### src/rtl/lpcc_pkg.sv
package lpcc_pkg;

    localparam int ChanW = 8;
    localparam int PosW = 10;
    localparam int PctW = 7;
    localparam int EnW = 5;
    localparam int CfgIndexW = 3;
    localparam int CfgDataW = 8;

    localparam int GammaX10Default = 22;
    localparam int GammaWideW = 352;

    localparam int PipeDepth = 14;
    localparam int DivStages = 4;

    localparam int WhiteSpread = 40;
    localparam int BlueFactor = 242;
    localparam int OtherFactor = 255;

    // floor(x / 100) as (x * PctRecip) >> PctShift, exact for x below 43690
    localparam int PctProdW = ChanW + PctW;
    localparam int PctRecipW = 16;
    localparam int PctRecip = 41944;
    localparam int PctShift = 22;
    localparam int CapW = 9;

    localparam logic [EnW-1:0] StageEnablesReset = 5'd31;
    localparam logic WhiteModeReset = 1'b1;
    localparam logic [ChanW-1:0] MaxBrightnessReset = 8'd200;
    localparam logic [ChanW-1:0] WhiteThresholdReset = 8'd150;
    localparam logic [ChanW-1:0] WhiteTargetReset = 8'd100;
    localparam logic [PctW-1:0] GreenPctReset = 7'd28;
    localparam logic [PctW-1:0] BluePctReset = 7'd8;

    typedef enum logic [CfgIndexW-1:0] {
        CFG_STAGE_ENABLES   = 3'd0,
        CFG_WHITE_MODE      = 3'd1,
        CFG_MAX_BRIGHTNESS  = 3'd2,
        CFG_WHITE_THRESHOLD = 3'd3,
        CFG_WHITE_TARGET    = 3'd4,
        CFG_GREEN_PCT       = 3'd5,
        CFG_BLUE_PCT        = 3'd6
    } cfg_index_t;

    typedef enum int {
        EN_CLAMP    = 0,
        EN_BROWN    = 1,
        EN_GAMMA    = 2,
        EN_DITHER   = 3,
        EN_SPECTRAL = 4
    } stage_bit_t;

    // row is position bits [1:0], column is position bits [3:2]
    localparam logic [0:15][3:0] DitherMatrix = '{
        4'd0,  4'd8,  4'd2,  4'd10,
        4'd12, 4'd4,  4'd14, 4'd6,
        4'd3,  4'd11, 4'd1,  4'd9,
        4'd15, 4'd7,  4'd13, 4'd5
    };

    typedef logic [255:0][ChanW-1:0] gamma_table_t;

    // y = count of k in 1..255 with (2k-1)^10 * 255^g <= 2^10 * 255^10 * i^g
    function automatic gamma_table_t build_gamma(input int gamma_x10);
        logic [GammaWideW-1:0] base;
        logic [GammaWideW-1:0] rhs;
        logic [GammaWideW-1:0] bound;
        int y;
        logic done;
        gamma_table_t tbl;
        base = GammaWideW'(1);
        for (int j = 0; j < gamma_x10; j++)
        begin
            base = base * GammaWideW'(255);
        end
        y = 0;
        for (int i = 0; i < 256; i++)
        begin
            rhs = GammaWideW'(1024);
            for (int j = 0; j < 10; j++)
            begin
                rhs = rhs * GammaWideW'(255);
            end
            for (int j = 0; j < gamma_x10; j++)
            begin
                rhs = rhs * GammaWideW'(i);
            end
            done = 1'b0;
            for (int n = 0; n < 256; n++)
            begin
                if (!done && y < 255)
                begin
                    bound = base;
                    for (int j = 0; j < 10; j++)
                    begin
                        bound = bound * GammaWideW'(2 * (y + 1) - 1);
                    end
                    if (bound <= rhs)
                    begin
                        y = y + 1;
                    end
                    else
                    begin
                        done = 1'b1;
                    end
                end
            end
            tbl[i] = ChanW'(y);
        end
        return tbl;
    endfunction

endpackage

### src/rtl/lpcc_if.sv
interface lpcc_pixel_if;
    logic                         valid;
    logic                         ready;
    logic [lpcc_pkg::ChanW-1:0]   pixel_red;
    logic [lpcc_pkg::ChanW-1:0]   pixel_green;
    logic [lpcc_pkg::ChanW-1:0]   pixel_blue;
    logic [lpcc_pkg::PosW-1:0]    pixel_position;

    modport source (
        output valid, pixel_red, pixel_green, pixel_blue, pixel_position,
        input  ready
    );
    modport sink (
        input  valid, pixel_red, pixel_green, pixel_blue, pixel_position,
        output ready
    );
endinterface

interface lpcc_result_if;
    logic                         valid;
    logic                         ready;
    logic [lpcc_pkg::ChanW-1:0]   out_red;
    logic [lpcc_pkg::ChanW-1:0]   out_green;
    logic [lpcc_pkg::ChanW-1:0]   out_blue;

    modport source (
        output valid, out_red, out_green, out_blue,
        input  ready
    );
    modport sink (
        input  valid, out_red, out_green, out_blue,
        output ready
    );
endinterface

### src/rtl/led_pixel_color_correct_core.sv
// pipeline: an accepted word passes the divider, clamp multiply, white detect, white subtract, brown product,
// brown cap, brown apply, gamma, dither and spectral output registers in order to the output
// throughput: one word per cycle; a stall holds only stages that are full, so bubbles close up
// and input is taken while a result waits and a stage is empty
// divider for the brightness clamp is 4 pipelined stages of 2 quotient bits
// reset: async active low, clears all valid bits and loads register defaults; the gamma table is constant
module led_pixel_color_correct_core #(
    parameter int GAMMA_X10 = lpcc_pkg::GammaX10Default
) (
    input  logic                             clk,
    input  logic                             rst_n,
    input  logic                             cfg_we,
    input  logic [lpcc_pkg::CfgIndexW-1:0]   cfg_index,
    input  logic [lpcc_pkg::CfgDataW-1:0]    cfg_data,
    lpcc_pixel_if.sink                       pixel_in,
    lpcc_result_if.source                    pixel_out
);

    localparam int NumStages = lpcc_pkg::PipeDepth;
    localparam int DivLast = lpcc_pkg::DivStages;
    localparam int StMul = DivLast + 1;
    localparam int StWh = DivLast + 2;
    localparam int StWs = DivLast + 3;
    localparam int StBp = DivLast + 4;
    localparam int StBc = DivLast + 5;
    localparam int StBa = DivLast + 6;
    localparam int StGm = DivLast + 7;
    localparam int StDt = DivLast + 8;
    localparam int StOut = DivLast + 9;
    localparam int CW = lpcc_pkg::ChanW;
    localparam int RecipProdW = lpcc_pkg::PctProdW + lpcc_pkg::PctRecipW;

    localparam lpcc_pkg::gamma_table_t GammaRom = lpcc_pkg::build_gamma(GAMMA_X10);

    typedef struct packed {
        logic [CW-1:0] r;
        logic [CW-1:0] g;
        logic [CW-1:0] b;
    } rgb_t;

    typedef struct packed {
        rgb_t       c;
        logic [3:0] pos;
    } pix_t;

    typedef struct packed {
        pix_t          px;
        logic          clamp;
        logic [CW-1:0] mx;
        logic [CW-1:0] rem;
        logic [CW-1:0] quo;
    } div_t;

    typedef struct packed {
        pix_t          px;
        logic          white;
        logic [CW-1:0] delta;
    } wht_t;

    typedef struct packed {
        pix_t                          px;
        logic                          brown;
        logic [lpcc_pkg::PctProdW-1:0] prod_g;
        logic [lpcc_pkg::PctProdW-1:0] prod_b;
    } brp_t;

    typedef struct packed {
        pix_t                      px;
        logic                      brown;
        logic [lpcc_pkg::CapW-1:0] cap_g;
        logic [lpcc_pkg::CapW-1:0] cap_b;
    } brc_t;

    function automatic logic [CW-1:0] max3(input logic [CW-1:0] a, input logic [CW-1:0] b,
                                           input logic [CW-1:0] c);
        logic [CW-1:0] m;
        m = (a > b) ? a : b;
        return (m > c) ? m : c;
    endfunction

    function automatic logic [CW-1:0] min3(input logic [CW-1:0] a, input logic [CW-1:0] b,
                                           input logic [CW-1:0] c);
        logic [CW-1:0] m;
        m = (a < b) ? a : b;
        return (m < c) ? m : c;
    endfunction

    // one restoring step: {quotient bit, new remainder}
    function automatic logic [CW:0] div_step(input logic [CW-1:0] rem, input logic [CW-1:0] dv);
        logic [CW:0] t;
        t = {rem, 1'b0};
        if (t >= {1'b0, dv})
        begin
            return {1'b1, CW'(t - {1'b0, dv})};
        end
        return {1'b0, t[CW-1:0]};
    endfunction

    function automatic logic [CW-1:0] sub_floor(input logic [CW-1:0] c, input logic [CW-1:0] d);
        return (c > d) ? (c - d) : '0;
    endfunction

    function automatic logic [CW-1:0] dither_one(input logic [CW-1:0] c, input logic [3:0] t);
        return (c[3:0] > t && c != {CW{1'b1}}) ? (c + CW'(1)) : c;
    endfunction

    function automatic logic [CW-1:0] scale(input logic [CW-1:0] c, input logic [CW-1:0] f);
        logic [2*CW-1:0] p;
        p = c * f;
        return p[2*CW-1:CW];
    endfunction

    // configuration registers
    logic [lpcc_pkg::EnW-1:0] stage_en_reg;
    logic                     white_mode_reg;
    logic [CW-1:0]            max_bright_reg;
    logic [CW-1:0]            white_thr_reg;
    logic [CW-1:0]            white_tgt_reg;
    logic [lpcc_pkg::PctW-1:0] green_pct_reg;
    logic [lpcc_pkg::PctW-1:0] blue_pct_reg;

    always_ff @(posedge clk or negedge rst_n)
    begin
        if (!rst_n)
        begin
            stage_en_reg   <= lpcc_pkg::StageEnablesReset;
            white_mode_reg <= lpcc_pkg::WhiteModeReset;
            max_bright_reg <= lpcc_pkg::MaxBrightnessReset;
            white_thr_reg  <= lpcc_pkg::WhiteThresholdReset;
            white_tgt_reg  <= lpcc_pkg::WhiteTargetReset;
            green_pct_reg  <= lpcc_pkg::GreenPctReset;
            blue_pct_reg   <= lpcc_pkg::BluePctReset;
        end
        else if (cfg_we)
        begin
            case (cfg_index)
                lpcc_pkg::CFG_STAGE_ENABLES:   stage_en_reg   <= cfg_data[lpcc_pkg::EnW-1:0];
                lpcc_pkg::CFG_WHITE_MODE:      white_mode_reg <= cfg_data[0];
                lpcc_pkg::CFG_MAX_BRIGHTNESS:  max_bright_reg <= cfg_data[CW-1:0];
                lpcc_pkg::CFG_WHITE_THRESHOLD: white_thr_reg  <= cfg_data[CW-1:0];
                lpcc_pkg::CFG_WHITE_TARGET:    white_tgt_reg  <= cfg_data[CW-1:0];
                lpcc_pkg::CFG_GREEN_PCT:       green_pct_reg  <= cfg_data[lpcc_pkg::PctW-1:0];
                lpcc_pkg::CFG_BLUE_PCT:        blue_pct_reg   <= cfg_data[lpcc_pkg::PctW-1:0];
                default:
                begin
                end
            endcase
        end
    end

    // pipeline control
    logic [NumStages-1:0] valid_reg;
    logic [NumStages-1:0] valid_next;
    logic [NumStages-1:0] go;

    always_comb
    begin
        go[NumStages-1] = !valid_reg[NumStages-1] || pixel_out.ready;
        for (int i = NumStages - 2; i >= 0; i--)
        begin
            go[i] = !valid_reg[i] || go[i+1];
        end
        valid_next = {valid_reg[NumStages-2:0], pixel_in.valid};
    end

    always_ff @(posedge clk or negedge rst_n)
    begin
        if (!rst_n)
        begin
            valid_reg <= '0;
        end
        else
        begin
            valid_reg <= (go & valid_next) | (~go & valid_reg);
        end
    end

    assign pixel_in.ready = go[0];

    // stage payloads
    div_t div_reg  [0:DivLast];
    div_t div_next [0:DivLast];
    pix_t mul_reg, mul_next;
    wht_t wh_reg, wh_next;
    pix_t ws_reg, ws_next;
    brp_t bp_reg, bp_next;
    brc_t bc_reg, bc_next;
    pix_t ba_reg, ba_next;
    pix_t gm_reg, gm_next;
    rgb_t dt_reg, dt_next;
    rgb_t out_reg, out_next;

    // capture and brightness divider
    always_comb
    begin
        logic [CW-1:0] mx;
        logic [CW:0]   step_a;
        logic [CW:0]   step_b;
        mx = max3(pixel_in.pixel_red, pixel_in.pixel_green, pixel_in.pixel_blue);
        div_next[0].px.c.r = pixel_in.pixel_red;
        div_next[0].px.c.g = pixel_in.pixel_green;
        div_next[0].px.c.b = pixel_in.pixel_blue;
        div_next[0].px.pos = pixel_in.pixel_position[3:0];
        div_next[0].clamp  = stage_en_reg[lpcc_pkg::EN_CLAMP]
                             && (max_bright_reg != {CW{1'b1}}) && (mx > max_bright_reg);
        div_next[0].mx     = mx;
        div_next[0].rem    = max_bright_reg;
        div_next[0].quo    = '0;
        for (int k = 1; k <= DivLast; k++)
        begin
            step_a = div_step(div_reg[k-1].rem, div_reg[k-1].mx);
            step_b = div_step(step_a[CW-1:0], div_reg[k-1].mx);
            div_next[k]     = div_reg[k-1];
            div_next[k].rem = step_b[CW-1:0];
            div_next[k].quo = {div_reg[k-1].quo[CW-3:0], step_a[CW], step_b[CW]};
        end
    end

    // clamp multiply, white detection and white subtraction
    always_comb
    begin
        logic [CW-1:0] mx;
        logic [CW-1:0] mn;
        mul_next.pos = div_reg[DivLast].px.pos;
        mul_next.c   = div_reg[DivLast].px.c;
        if (div_reg[DivLast].clamp)
        begin
            mul_next.c.r = scale(div_reg[DivLast].px.c.r, div_reg[DivLast].quo);
            mul_next.c.g = scale(div_reg[DivLast].px.c.g, div_reg[DivLast].quo);
            mul_next.c.b = scale(div_reg[DivLast].px.c.b, div_reg[DivLast].quo);
        end

        mx = max3(mul_reg.c.r, mul_reg.c.g, mul_reg.c.b);
        mn = min3(mul_reg.c.r, mul_reg.c.g, mul_reg.c.b);
        wh_next.px    = mul_reg;
        wh_next.white = white_mode_reg && (mn > white_thr_reg)
                        && ((mx - mn) < CW'(lpcc_pkg::WhiteSpread)) && (mn > white_tgt_reg);
        wh_next.delta = mn - white_tgt_reg;

        ws_next = wh_reg.px;
        if (wh_reg.white)
        begin
            ws_next.c.r = sub_floor(wh_reg.px.c.r, wh_reg.delta);
            ws_next.c.g = sub_floor(wh_reg.px.c.g, wh_reg.delta);
            ws_next.c.b = sub_floor(wh_reg.px.c.b, wh_reg.delta);
        end
    end

    // brown clamp
    always_comb
    begin
        logic [RecipProdW-1:0] cg;
        logic [RecipProdW-1:0] cb;
        bp_next.px     = ws_reg;
        bp_next.brown  = stage_en_reg[lpcc_pkg::EN_BROWN]
                         && (ws_reg.c.r > ws_reg.c.g) && (ws_reg.c.g >= ws_reg.c.b);
        bp_next.prod_g = ws_reg.c.r * green_pct_reg;
        bp_next.prod_b = ws_reg.c.r * blue_pct_reg;

        cg = bp_reg.prod_g * lpcc_pkg::PctRecipW'(lpcc_pkg::PctRecip);
        cb = bp_reg.prod_b * lpcc_pkg::PctRecipW'(lpcc_pkg::PctRecip);
        bc_next.px    = bp_reg.px;
        bc_next.brown = bp_reg.brown;
        bc_next.cap_g = cg[lpcc_pkg::PctShift +: lpcc_pkg::CapW];
        bc_next.cap_b = cb[lpcc_pkg::PctShift +: lpcc_pkg::CapW];

        ba_next = bc_reg.px;
        if (bc_reg.brown)
        begin
            if ({1'b0, bc_reg.px.c.g} > bc_reg.cap_g)
            begin
                ba_next.c.g = bc_reg.cap_g[CW-1:0];
            end
            if ({1'b0, bc_reg.px.c.b} > bc_reg.cap_b)
            begin
                ba_next.c.b = bc_reg.cap_b[CW-1:0];
            end
        end
    end

    // gamma, dither, spectral scaling
    always_comb
    begin
        logic [3:0] thr;
        gm_next = ba_reg;
        if (stage_en_reg[lpcc_pkg::EN_GAMMA])
        begin
            gm_next.c.r = GammaRom[ba_reg.c.r];
            gm_next.c.g = GammaRom[ba_reg.c.g];
            gm_next.c.b = GammaRom[ba_reg.c.b];
        end

        thr = lpcc_pkg::DitherMatrix[{gm_reg.pos[1:0], gm_reg.pos[3:2]}];
        dt_next = gm_reg.c;
        if (stage_en_reg[lpcc_pkg::EN_DITHER])
        begin
            dt_next.r = dither_one(gm_reg.c.r, thr);
            dt_next.g = dither_one(gm_reg.c.g, thr);
            dt_next.b = dither_one(gm_reg.c.b, thr);
        end

        out_next = dt_reg;
        if (stage_en_reg[lpcc_pkg::EN_SPECTRAL])
        begin
            out_next.r = scale(dt_reg.r, CW'(lpcc_pkg::OtherFactor));
            out_next.g = scale(dt_reg.g, CW'(lpcc_pkg::OtherFactor));
            out_next.b = scale(dt_reg.b, CW'(lpcc_pkg::BlueFactor));
        end
    end

    always_ff @(posedge clk)
    begin
        for (int k = 0; k <= DivLast; k++)
        begin
            if (go[k])
            begin
                div_reg[k] <= div_next[k];
            end
        end
        if (go[StMul])
        begin
            mul_reg <= mul_next;
        end
        if (go[StWh])
        begin
            wh_reg <= wh_next;
        end
        if (go[StWs])
        begin
            ws_reg <= ws_next;
        end
        if (go[StBp])
        begin
            bp_reg <= bp_next;
        end
        if (go[StBc])
        begin
            bc_reg <= bc_next;
        end
        if (go[StBa])
        begin
            ba_reg <= ba_next;
        end
        if (go[StGm])
        begin
            gm_reg <= gm_next;
        end
        if (go[StDt])
        begin
            dt_reg <= dt_next;
        end
        if (go[StOut])
        begin
            out_reg <= out_next;
        end
    end

    assign pixel_out.valid     = valid_reg[NumStages-1];
    assign pixel_out.out_red   = out_reg.r;
    assign pixel_out.out_green = out_reg.g;
    assign pixel_out.out_blue  = out_reg.b;

endmodule

### src/flat_wrapper.sv
// flat-port wrapper written by rule: the top's interface ports become plain ports
module led_pixel_color_correct_core_flat 
#(
    parameter int GAMMA_X10 = lpcc_pkg::GammaX10Default
)
  (clk, rst_n, cfg_we, cfg_index, cfg_data, pixel_in_valid, pixel_in_pixel_red, pixel_in_pixel_green, pixel_in_pixel_blue, pixel_in_pixel_position, pixel_in_ready, pixel_out_valid, pixel_out_out_red, pixel_out_out_green, pixel_out_out_blue, pixel_out_ready);
  lpcc_pixel_if pixel_in_i ();
  lpcc_result_if pixel_out_i ();
  input  logic clk;
  input  logic rst_n;
  input  logic cfg_we;
  input  logic [lpcc_pkg::CfgIndexW-1:0] cfg_index;
  input  logic [lpcc_pkg::CfgDataW-1:0] cfg_data;
  input wire logic [$bits(pixel_in_i.valid)-1:0] pixel_in_valid;
  input wire logic [$bits(pixel_in_i.pixel_red)-1:0] pixel_in_pixel_red;
  input wire logic [$bits(pixel_in_i.pixel_green)-1:0] pixel_in_pixel_green;
  input wire logic [$bits(pixel_in_i.pixel_blue)-1:0] pixel_in_pixel_blue;
  input wire logic [$bits(pixel_in_i.pixel_position)-1:0] pixel_in_pixel_position;
  output wire logic [$bits(pixel_in_i.ready)-1:0] pixel_in_ready;
  output wire logic [$bits(pixel_out_i.valid)-1:0] pixel_out_valid;
  output wire logic [$bits(pixel_out_i.out_red)-1:0] pixel_out_out_red;
  output wire logic [$bits(pixel_out_i.out_green)-1:0] pixel_out_out_green;
  output wire logic [$bits(pixel_out_i.out_blue)-1:0] pixel_out_out_blue;
  input wire logic [$bits(pixel_out_i.ready)-1:0] pixel_out_ready;
  assign pixel_in_i.valid = pixel_in_valid;
  assign pixel_in_i.pixel_red = pixel_in_pixel_red;
  assign pixel_in_i.pixel_green = pixel_in_pixel_green;
  assign pixel_in_i.pixel_blue = pixel_in_pixel_blue;
  assign pixel_in_i.pixel_position = pixel_in_pixel_position;
  assign pixel_in_ready = pixel_in_i.ready;
  assign pixel_out_valid = pixel_out_i.valid;
  assign pixel_out_out_red = pixel_out_i.out_red;
  assign pixel_out_out_green = pixel_out_i.out_green;
  assign pixel_out_out_blue = pixel_out_i.out_blue;
  assign pixel_out_i.ready = pixel_out_ready;
  led_pixel_color_correct_core #(.GAMMA_X10(GAMMA_X10)) u_core (.clk(clk), .rst_n(rst_n), .cfg_we(cfg_we), .cfg_index(cfg_index), .cfg_data(cfg_data), .pixel_in(pixel_in_i), .pixel_out(pixel_out_i));
endmodule
### config.mk
export PLATFORM = sky130hd
export DESIGN_NAME = led_pixel_color_correct_core_flat
export DESIGN_NICKNAME = d
export VERILOG_FILES = /design/src/rtl/lpcc_pkg.sv /design/src/rtl/lpcc_if.sv /design/src/rtl/led_pixel_color_correct_core.sv /design/src/flat_wrapper.sv
export SDC_FILE = /design/constraint.sdc
export NUM_CORES = 2
export LEC_CHECK = 0
export BUFFER_PORTS_ARGS = -buffer_cell sky130_fd_sc_hd__buf_2
export CORE_MARGIN = 8
export CORE_UTILIZATION = 60
export CTS_CLUSTER_SIZE = 28
export DETAILED_ROUTE_END_ITERATION = 10
export HOLD_SLACK_MARGIN = 0.15
export PLACE_DENSITY = 0.76
export SLEW_MARGIN = 20
export SYNTH_ARGS = -nofsm -noshare
export SYNTH_HDL_FRONTEND = slang
export SYNTH_SLANG_ARGS = --single-unit
### constraint.sdc
create_clock -name clk -period 8.7 [get_ports clk]
set_input_delay 0.435 -clock clk [delete_from_list [all_inputs] [get_ports clk]]
set_output_delay 0.435 -clock clk [all_outputs]
set_load 0.005 [all_outputs]
### Yosys cells after proc, flatten, opt, wreduce, memory -nomap -nowiden

Memory sizes are Yosys's and may differ from the RTL's. A register that Yosys moved wholly into a read port is not among the register bits.
Index checks and enable logic that the tools add are counted.
Widths: inputs -> output; s select.

* memories: 5
* memory bits (read-only): 6208
* input bits: 50
* latch bits: 0
* output and inout port bits: 26
* register bits: 361
* logic and storage cells: 236
* RAM bits: 265

Memories
* (no name shown): words 256, bits a word 8, rd ports 1, clocked after Yosys merged registers in 1, write ports 0, line led_pixel_color_correct_core.sv:288 `gm_next.c.r = GammaRom[ba_reg.c.r];`
* (no name shown): words 256, bits a word 8, rd ports 1, clocked after Yosys merged registers in 1, write ports 0, line led_pixel_color_correct_core.sv:289 `gm_next.c.g = GammaRom[ba_reg.c.g];`
* (no name shown): words 256, bits a word 8, rd ports 1, clocked after Yosys merged registers in 1, write ports 0, line led_pixel_color_correct_core.sv:290 `gm_next.c.b = GammaRom[ba_reg.c.b];`
* u_core.div_reg: words 5, bits a word 53, rd ports 5, clocked after Yosys merged registers in 0, write ports 5, line led_pixel_color_correct_core.sv:181 `div_t div_reg [0:DivLast];`
* (no name shown): words 16, bits a word 4, rd ports 1, clocked after Yosys merged registers in 0, write ports 0, line led_pixel_color_correct_core.sv:293 `thr = lpcc_pkg::DitherMatrix[{gm_reg.pos[1:0], gm_reg.pos[3:2]}];`

* equality and inequality tests: 10
* divide/modulo/power cells: 0
* add/sub/neg operators: 16
* $mul: 10
* multiplexer cells: 62
* shift operators: 0
* reductions and logical operators: 46
* magnitude comparators: 32
* bitwise gates (word level): 5

Operators by type and width (number)
* $mux 8: 20
* $mux 9: 16
* $mux 24: 5
* $sub 8x8->8: 13
* $gt 8x8->1: 11
* $ge 9x8->1: 8
* $mul 15x13->28 const B: 2
* $mul 8x8->16: 3
* $mul 8x8->16 const B: 2
* $ne 8x8->1 const B: 4
* $mul 8x7->15: 2
* $and 14x14->14: 2
* $lt 8x9->1 const B: 3
* $add 8x1->8 const B: 3
* $gt 8x9->1: 2
* $mux 1: 18
* $lt 8x8->1: 2
* $mux 16: 1
* $mul 8x7->15 const B: 1
* $logic_not 1->1: 14
* $logic_or 1x1->1: 14
* $not 14->14: 1
* $or 14x14->14: 1
* $reduce_and 2->1: 7
* 11 further kinds: 26

### Depth between registers and ports, before layout

* depth in word-level cells: 18
* gate-level depth with buffers: 30

### Worst setup path after synthesis

No wires, ideal clock.

* kind: input-to-reg
* from: in pixel_out_ready
* to: mem u_core.div_reg[0][10] in the netlist's numbering, enable pin
* arrival time: 6.556 ns
* buffers on the path: 4
* library setup time: 0.700 ns
* slack: 1.444 ns
* required time: 8.000 ns
* cell stages on the path: 11
* path through: and3b_1 > and3_1 > buf_2 > buf_4 > buf_2 > buf_2 > nand3_1 > nor2_1 > nand3_1 > nor2_1 > nand3_1

RTL lines
* from (decl): line flat_wrapper.sv:24 `input wire logic [$bits(pixel_out_i.ready)-1:0] pixel_out_ready;`
* to (decl): line led_pixel_color_correct_core.sv:181

==> run summary <==
run status: completed
slew margin rel.: 30.6%
WL/cell: 17.8 um
reg-to-reg startpoint: u_core.mul_reg[13]
fin nets: 6153
main area contributors after synthesis: edfxtp_1 (30%), ha_1 (17%), fa_1 (15%)
CTS buffer count: 67
first-pass GRT wire length: 185000 um
CP max FO: 15
post-synthesis cell type count: 92
final setup vio count: 0
Yosys reg bits: 614
Die Wd: 312 um
CP startpoint kind: flop
critical path arrival: 6.72 ns
Critical Path Start: u_core.mul_reg[13]
actual slew at the worst max-slew pin: 1.04 ns
cell accounting for the most synthesized area: edfxtp_1
DRT Wirelength: 111000 um
CTS tree: yes
number of enable flip-flop cells after synthesis: 532
sequential share of the synthesized area: 34.1%
clk buf depth: 3
root buffer cell: clkbuf_16
Cell Area, Synth: 52600 um^2
Avg Vias per Cell: 5.83
total negative slack: 0 ns
CP Class: reg2reg
die height: 312 um
Syn Inst Count: 4977
antenna viol nets, final: 0
synth cell count leaders: inv_1 (814), ha_1 (701), edfxtp_1 (532)
Die Area: 97400 um^2
aggregate global routing overflow: 0
DP Wirelength: 84300 um
I/O Buffers: 69
Peak Freq: 0.157 GHz
Synth Net Count: 6109
via count: 36300
Clock Pin Slew Worst Setup and Hold Paths: 0.06 ns
Placer Congestion: 0.923
layout cells sized above 1: 8.30%
nature of the critical path endpoint: flop
Initial Utilization: 60.5%
final count of pins violating max slew: 0
H-tree depth: 3
max FFs per register: 229
cell row count: 108
largest net degree at the start of global routing: 62
Post-synth top flop: edfxtp_1
Fin Clk Skew: 0.0277 ns
min-delay worst type: in2reg
Skew-Pair Late Insertion Delay: 0.62 ns
clock sinks: 614
initial antenna violation count: 0
Antenna Cells: 0
Post-synth ARST share: 9.45%
Synth Warn #: 0
most frequent cell after synthesis: inv_1
total track usage: 22.7%
vias in the first global route: 37400
top cell type's share of synthesized area: 30.4%
min cycle time layout: 6.36 ns
Max-cap violations: 0
io pins: 76
drt first pass iters: 6
Worst EP required: 9.06 ns
min-delay src: cfg_data[3]
flop2flop setup slack: 2.34 ns
core area: 86900 um^2
DRT iter0 DRCs: 3089
final hold vios: 0
synth-to-layout area growth: 7.55%
Post-route DRC: 0
Syn Area/Cell: 10.6 um^2
Post-CTS Setup Inserts: 0
unrepaired setup endpoints after global routing: false
Tcrit/Tclk final: 73.2%
## critical path, cell delays in order (launching register included)
cell      delay [ns]
edfxtp_1        0.42
inv_1           0.10
ha_1            0.24
nor2b_1         0.15
o31a_1          0.28
o21ai_1         0.29
nand2_1         0.29
mux2i_1         0.32
inv_1           0.09
ha_1            0.30
a21oi_1         0.16
nor2_1          0.06
a211oi_1        0.39
a21boi_0        0.39
a41o_1          0.44
nor2_1          0.07
a21oi_1         0.46
ha_1            0.35
nor2b_1         0.14
o21a_1          0.17
o21a_1          0.17
o21a_1          0.16
o21ai_0         0.16
nand2b_1        0.07
a21oi_1         0.14
nor2b_1         0.06
o21ai_0         0.17
a211oi_1        0.08
## layout make-up
cell class | instances | area (um^2)
inverter | 817 | 3070
sequential | 614 | 17900
fill | 6547 | 30300
multi-input combinational | 3381 | 31000
tap | 1155 | 1450
timing repair buffer | 140 | 961
clock inverter | 22 | 238
clock buffer | 98 | 1980
## stage by stage
step           area (um^2)  utilization, %  setup WS (ns)  instances  hold slack [ns]
2_1_floorplan        52600               -           1.44       4977            0.139
3_3_place_gp         54000            62.2           2.55       6074            0.400
3_5_place_dp         54000            62.2           2.49       6074            0.405
4_1_cts              56600            65.1           2.44       6227            0.164
5_1_grt              56600            65.1           1.93       6227            0.178
6_report             56600            65.1           2.34       6227            0.200
## final timing paths
check	endpoint	cells past startpoint
worst min register to register	u_core.div_reg[0][248]	0
max in group asynchronous	asynchronous set/reset pin	3
min in group asynchronous	u_core.max_bright_reg[2]	3
worst min-delay path	u_core.max_bright_reg[3]	3
worst max-delay path	u_core.wh_reg[8]	27
worst max register to register	u_core.wh_reg[8]	27
## metal layers
metal | global-route usage, % | share of wire, %
met5 | 0 | 0
met4 | 7.07 | 2.9
met3 | 2.88 | 5.0
met2 | 41.0 | 51
met1 | 28.3 | 41
## cells by family (layout without fill, tap and decap cells)
| group | count (synthesis) | count (layout) | synth area share, % |
|---|---|---|---|
| AO/OA/AOI/OAI | 860 | 860 | 10.7 |
| XOR/XNOR | 172 | 172 | 2.86 |
| adder cells (fa/ha/maj) | 1083 | 1083 | 31.2 |
| buffers and inverters | 982 | 1077 | 7.15 |
| flip-flops | 614 | 614 | 34.1 |
| multiplexers | 200 | 200 | 4.20 |
| AND/OR/NAND/NOR | 1066 | 1066 | 9.77 |
## placed cells by master (no fill, tap or decap), types with 121 or more instances in the layout
cell and n:
edfxtp_1 532, nor2_1 196, ha_1 701, xnor2_1 121
a21oi_1 192, inv_1 812, and2_1 157, mux2_2 153
nand2_1 368, fa_1 381, o21ai_0 200
## repair_timing
| action | CTS | global route |
|---|---|---|
| hold buffers | 33 | 0 |
| endpoints found under the hold margin | 71 | 0 |
| gates resized for setup | 0 | 0 |
Power is left out: the tool's default activity adds up to more than one toggle a clock period on the data nets, which glitch-free logic cannot reach.
